### src/sv/assert_macros.svh
// Concurrent assertion helpers, sampled on clk_i and quiet while rst_ni is low.
`ifndef ASSERT_MACROS_SVH
`define ASSERT_MACROS_SVH

// Property must hold at every clock edge outside reset.
`define ASSERT_CLK(lbl, prop, msg) \
  lbl: assert property (@(posedge clk_i) disable iff (!rst_ni) (prop)) else $error(msg);

// Condition must never be true outside reset.
`define ASSERT_NEVER(lbl, cond, msg) `ASSERT_CLK(lbl, !(cond), msg)

`endif

### src/sv/trms_pkg.sv
package trms_pkg;

  // Parameter defaults
  localparam int DEF_WORD_BITS  = 32;
  localparam int DEF_REG_COUNT  = 8;
  localparam int DEF_DATA_DEPTH = 1024;
  localparam int DEF_PROG_DEPTH = 256;

  // Instruction word layout
  localparam int INSTR_BITS     = 16;
  localparam int OPCODE_BITS    = 5;
  localparam int IMM_BITS       = 11;
  localparam int OP_LSB         = 0;
  localparam int IMM_LSB        = 5;
  localparam int R0_LSB         = 7;
  localparam int R1_LSB         = 10;
  localparam int R2_LSB         = 13;

  localparam logic [OPCODE_BITS-1:0] OP_ADD = 5'd0;
  localparam logic [OPCODE_BITS-1:0] OP_SUB = 5'd1;
  localparam logic [OPCODE_BITS-1:0] OP_LD  = 5'd2;
  localparam logic [OPCODE_BITS-1:0] OP_STR = 5'd3;
  localparam logic [OPCODE_BITS-1:0] OP_OUT = 5'd4;
  localparam logic [OPCODE_BITS-1:0] OP_IMM = 5'd5;
  localparam logic [OPCODE_BITS-1:0] OP_BNZ = 5'd6;
  localparam logic [OPCODE_BITS-1:0] OP_HLT = 5'd7;

  // Input item kinds
  localparam logic ITEM_LOAD = 1'b0;
  localparam logic ITEM_STEP = 1'b1;

  // Stream widths
  localparam int ADDR_BITS    = 8;
  localparam int IN_DATA_W    = 24;
  localparam int RES_BITS     = 32;
  localparam int OUT_DATA_W   = 72;

  // Result queue depth, also the limit on items in flight
  localparam int RESULT_DEPTH = 4;

  typedef struct packed {
    logic [RES_BITS-1:0] program_counter;
    logic                out_valid;
    logic [RES_BITS-1:0] out_value;
    logic                halted;
  } trms_result_t;

endpackage

### src/sv/trms_res_fifo.sv
module trms_res_fifo #(
  parameter int DEPTH = trms_pkg::RESULT_DEPTH
) (
  input  logic                  clk_i,
  input  logic                  rst_ni,
  input  logic                  push_i,
  input  trms_pkg::trms_result_t push_data_i,
  input  logic                  pop_i,
  output trms_pkg::trms_result_t pop_data_o,
  output logic                  not_empty_o
);
  import trms_pkg::*;

  localparam int AW = (DEPTH > 1) ? $clog2(DEPTH) : 1;
  localparam int CW = $clog2(DEPTH + 1);

  trms_result_t      entry_q [DEPTH];
  logic [AW-1:0]     wp_q, wp_d, rp_q, rp_d;
  logic [CW-1:0]     cnt_q, cnt_d;
  logic              pop_ok;

  assign pop_ok      = pop_i && (cnt_q != '0);
  assign not_empty_o = (cnt_q != '0);
  assign pop_data_o  = entry_q[rp_q];

  always_comb begin
    wp_d  = wp_q;
    rp_d  = rp_q;
    cnt_d = cnt_q;
    if (push_i) begin
      wp_d = (wp_q == AW'(DEPTH - 1)) ? '0 : wp_q + 1'b1;
    end
    if (pop_ok) begin
      rp_d = (rp_q == AW'(DEPTH - 1)) ? '0 : rp_q + 1'b1;
    end
    if (push_i && !pop_ok) begin
      cnt_d = cnt_q + 1'b1;
    end else if (!push_i && pop_ok) begin
      cnt_d = cnt_q - 1'b1;
    end
  end

  always_ff @(posedge clk_i or negedge rst_ni) begin
    if (!rst_ni) begin
      wp_q  <= '0;
      rp_q  <= '0;
      cnt_q <= '0;
    end else begin
      wp_q  <= wp_d;
      rp_q  <= rp_d;
      cnt_q <= cnt_d;
    end
  end

  always_ff @(posedge clk_i) begin
    if (push_i) begin
      entry_q[wp_q] <= push_data_i;
    end
  end

endmodule

### config.mk
export PLATFORM = sky130hd
export DESIGN_NAME = trms_res_fifo
export DESIGN_NICKNAME = d
export VERILOG_FILES = /design/src/sv/assert_macros.svh /design/src/sv/trms_pkg.sv /design/src/sv/trms_res_fifo.sv
export SDC_FILE = /design/constraint.sdc
export NUM_CORES = 1
export LEC_CHECK = 0
export BUFFER_PORTS_ARGS = -buffer_cell sky130_fd_sc_hd__buf_2
export CAP_MARGIN = 15
export CORE_MARGIN = 5
export CORE_UTILIZATION = 25
export CTS_BUF_LIST = sky130_fd_sc_hd__clkbuf_2
export DETAILED_ROUTE_END_ITERATION = 10
export GPL_TIMING_DRIVEN = 0
export SETUP_SLACK_MARGIN = 0.4
export SLEW_MARGIN = 15
export SYNTH_ARGS = -nofsm -noshare
export SYNTH_HDL_FRONTEND = slang
export SYNTH_SLANG_ARGS = --single-unit
export TNS_END_PERCENT = 20
### constraint.sdc
create_clock -name clk_i -period 3.45 [get_ports clk_i]
set_input_delay 0.1725 -clock clk_i [delete_from_list [all_inputs] [get_ports clk_i]]
set_output_delay 0.1725 -clock clk_i [all_outputs]
set_load 0.01 [all_outputs]
==> flow_summary.toml <==
[sta]
finalMaxSlewViolations = 0
setup_viol = 0
max_freq_mhz = 374
hold-worst-slack_ps = 239
worst_pin_slew_ps = 737
relSlewSlack = 0.508
rsz0062_at_grt = "false"
finalSetupTns_ps = 0
post-route-period-util = 0.774
finalClockSkew_ps = 81.7
hold_viol = 0
finalCriticalPeriod_ps = 2670
timing.final.ws_setup_ps = 779

[grt]
grt_overflow = 0
met3_usage = 0.0365
top_usage_layer = "met2"
grt_use_met2 = 0.166
track_usage = 0.104
grt_pass1_vias = 6048
grt_start_max_net_pins = 41
gr-usage-met1 = 0.128
grt_pass1_wl_um = 34500
antenna_found_initial = 4

[synthesis]
synth_area_sq_um = 9950
synth_edf_count = 264
synth_area_leader_cell = "edfxtp_1"
ys_async_sr_fraction = 0.0258
synth_nets = 458
yosys_warnings = 0
ys_types = 19
muxShareOfSynthArea = 0.153
synth.most_common_cell = "edfxtp_1"
syn_avg_cell_area_sq_um = 26.1
netlist.area_leader.share = 0.797
ys_top_cells_by_area = "edfxtp_1 80%, mux4_2 15%, dfrtp_1 1.8%, ha_1 0.75%, buf_12 0.60%"
syn_inst = 381
synth_top_family_by_area = "multiplexers"
synth_common_cells = "264 x edfxtp_1, 66 x mux4_2, 7 x dfrtp_1"
synth_flop_cell = "edfxtp_1"
synth_compound_area_frac = 0.00101
synthAdderAreaFrac = 0.00955
ys_seq_elements = 271
synthSimpleGateAreaFrac = 0.00541
synthXorXnorAreaFrac = 0.00264
ys_seq_area_frac = 0.814

[finish]
drive_gt1_frac = 0.435
final_cell_area_sq_um = 13400
layout.nets = 812
fillers = 3800
area_delta_synth_final_pct = 34.9

[clocking]
htreeDepth = 3
clock_latency_ps = 900
cts_tree = "yes"
cts_setup_buffers = 0
root_buffer = "clkbuf_2"
cts_sinks = 271
clkTransAtPathRegs_ps = 110
cts_made_buffers = 74
clockBufferDepth = 3

[hold_path]
hold_path_class = "in -> async"

[power_and_ir_drop]
p_leak_nw = 4.77
p_int_w = 0.00660
p_clk_frac = 0.224
p_comb_frac = 0.325
swShare = 0.315
power_switching_w = 0.00303
power_density_nw_per_um2 = 718
pwr-share-seq = 0.451
vdd_ir_drop_max_v = 0.000312
fin_total_pwr_w = 0.00963

[routing]
postRouteAntennaNets = 0
first_iter_violations = 254
drc = 0
viasPerCell = 4.00
wl_um = 22200
via_count = 5230
wl_per_cell_um = 17.0
first_pass_iters = 4

[setup_path]
critPathLaunchType = "flip-flop"
critPathRequiredTime_ps = 3280
crit_top_cell = "buf_2"
cp.arrival_ps = 2500
crit_buf_inv = 3
crit_chain = "buf_4, buf_2, mux4_2, buf_2"
crit_family = "buffers and inverters"
timing.rr.end = "cnt_q[2]$_DFFE_PN0P_"
slowest_delay_ps = 490
rrSetupSlack_ps = 1260
end_kind = "output pin"
cp_max_fo = 10
crit_slowest_cell = "dfrtp_1"
ff2ff_path_depth = 8
rr_startpoint = "cnt_q[0]$_DFFE_PN0P_"
criticalPathCategory = "reg -> out"

[placement]
routabilityCongestion = 0.649
dpl.hpwl_um = 13100
place_ws_ps = 1310
portBuffers = 136
placed_area_sq_um = 11400

[run_status]
status = "complete, no violations"

[die]
start_util = 0.252
rows = 73
die-area_sq_um = 43900
fp.dieW_um = 210
ios = 137
die_h_um = 210
core-area_sq_um = 39500

[job]
cap_violations = 0
## power by group through the flow
stage / combinational [W] / sequential, W / clock, W
after floorplan: 0.00191 / 0.00441 / 0
after global placement: 0.00302 / 0.00449 / 0
after detailed placement: 0.00314 / 0.00443 / 0
after CTS: 0.00329 / 0.00436 / 0.00230
after global routing: 0.00344 / 0.00439 / 0.00249
final: 0.00313 / 0.00434 / 0.00216
## cells by family after synthesis
| logic type | Yosys count |
|---|---|
| buf+inv | 18 |
| mux | 69 |
| xor+xnor | 3 |
| fa+ha+maj | 7 |
| flops | 271 |
| simple gates | 11 |
| compound gates | 2 |
## worst max-delay path by stage
stage	from	endpoint	slack, ps	cells after the start
after floorplan	wp_q[0]$_DFFE_PN0P_	entry_q[2][0]$_DFFE_PP_	850	3
after global routing	rp_q[1]$_DFFE_PN0P_	pop_data_o[6]	440	3
after detailed placement	cnt_q[0]$_DFFE_PN0P_	cnt_q[2]$_DFFE_PN0P_	1310	8
after CTS	rp_q[1]$_DFFE_PN0P_	pop_data_o[64]	360	3
final	rp_q[1]$_DFFE_PN0P_	pop_data_o[28]	780	4
after global placement	wp_q[0]$_DFFE_PN0P_	entry_q[2][32]$_DFFE_PP_	-780	3
## worst min-delay path, delay by kind of cell
family	cells	cell delay, ps
buf+inv	3	1390
## per-layer routing
metal  part of all wire  up-vias  wire length, um
li1                   -     2399                -
met3              0.066       33             1480
met2               0.49      162            10800
met4              0.023        2              501
met5            0.00058        -               13
met1               0.42     2634             9410
## placed cells by master (no fill, tap or decap)
cell type,n
and2_4,4
buf_1,1
buf_12,7
buf_16,1
buf_2,137
buf_4,7
buf_6,1
bufinv_16,1
clkbuf_2,105
clkdlybuf4s15_2,1
clkinv_1,10
clkinv_2,2
clkinvlp_4,1
dfrtp_1,7
diode_2,3
dlygate4sd3_1,137
edfxtp_1,264
fa_1,1
ha_1,6
inv_1,3
inv_2,4
mux2_2,3
mux4_2,66
nand2_1,3
nor2_1,3
o21ai_0,2
or3_1,1
xnor2_1,1
xor2_1,2
## layout make-up
cell class                      count  area [sq um]  share of cell area
Sequential cell                   271          8100               0.604
Timing Repair Buffer              278          2160               0.161
Multi-Input combinational cell     92          1720               0.128
Tap cell                          525           657              0.0489
Clock buffer                      104           520              0.0388
Buffer                             15           149              0.0111
Clock inverter                     18           100             0.00746
Inverter                            3          11.3            0.000839
Antenna cell                        3          7.51            0.000559
## flip-flops by register name (all words and copies together), names as in the netlist
name,flops
rp_q,2
wp_q,2
cnt_q,3
entry_q,264
## stage by stage
stage                     cells  utilization
after floorplan             381            -
after global placement     1042        0.285
after detailed placement   1047        0.288
after CTS                  1306        0.339
after global routing       1309        0.339
final                      1309        0.339
## what timing repair did
action | 4_1_cts | 5_1_grt
hold buffers | 137 | 0
endpoints found under the setup margin | 49 | 10
gates resized for setup | 5 | 1
endpoints found under the hold margin | 399 | 0
Note: power is estimated with default switching activity, not from simulation.
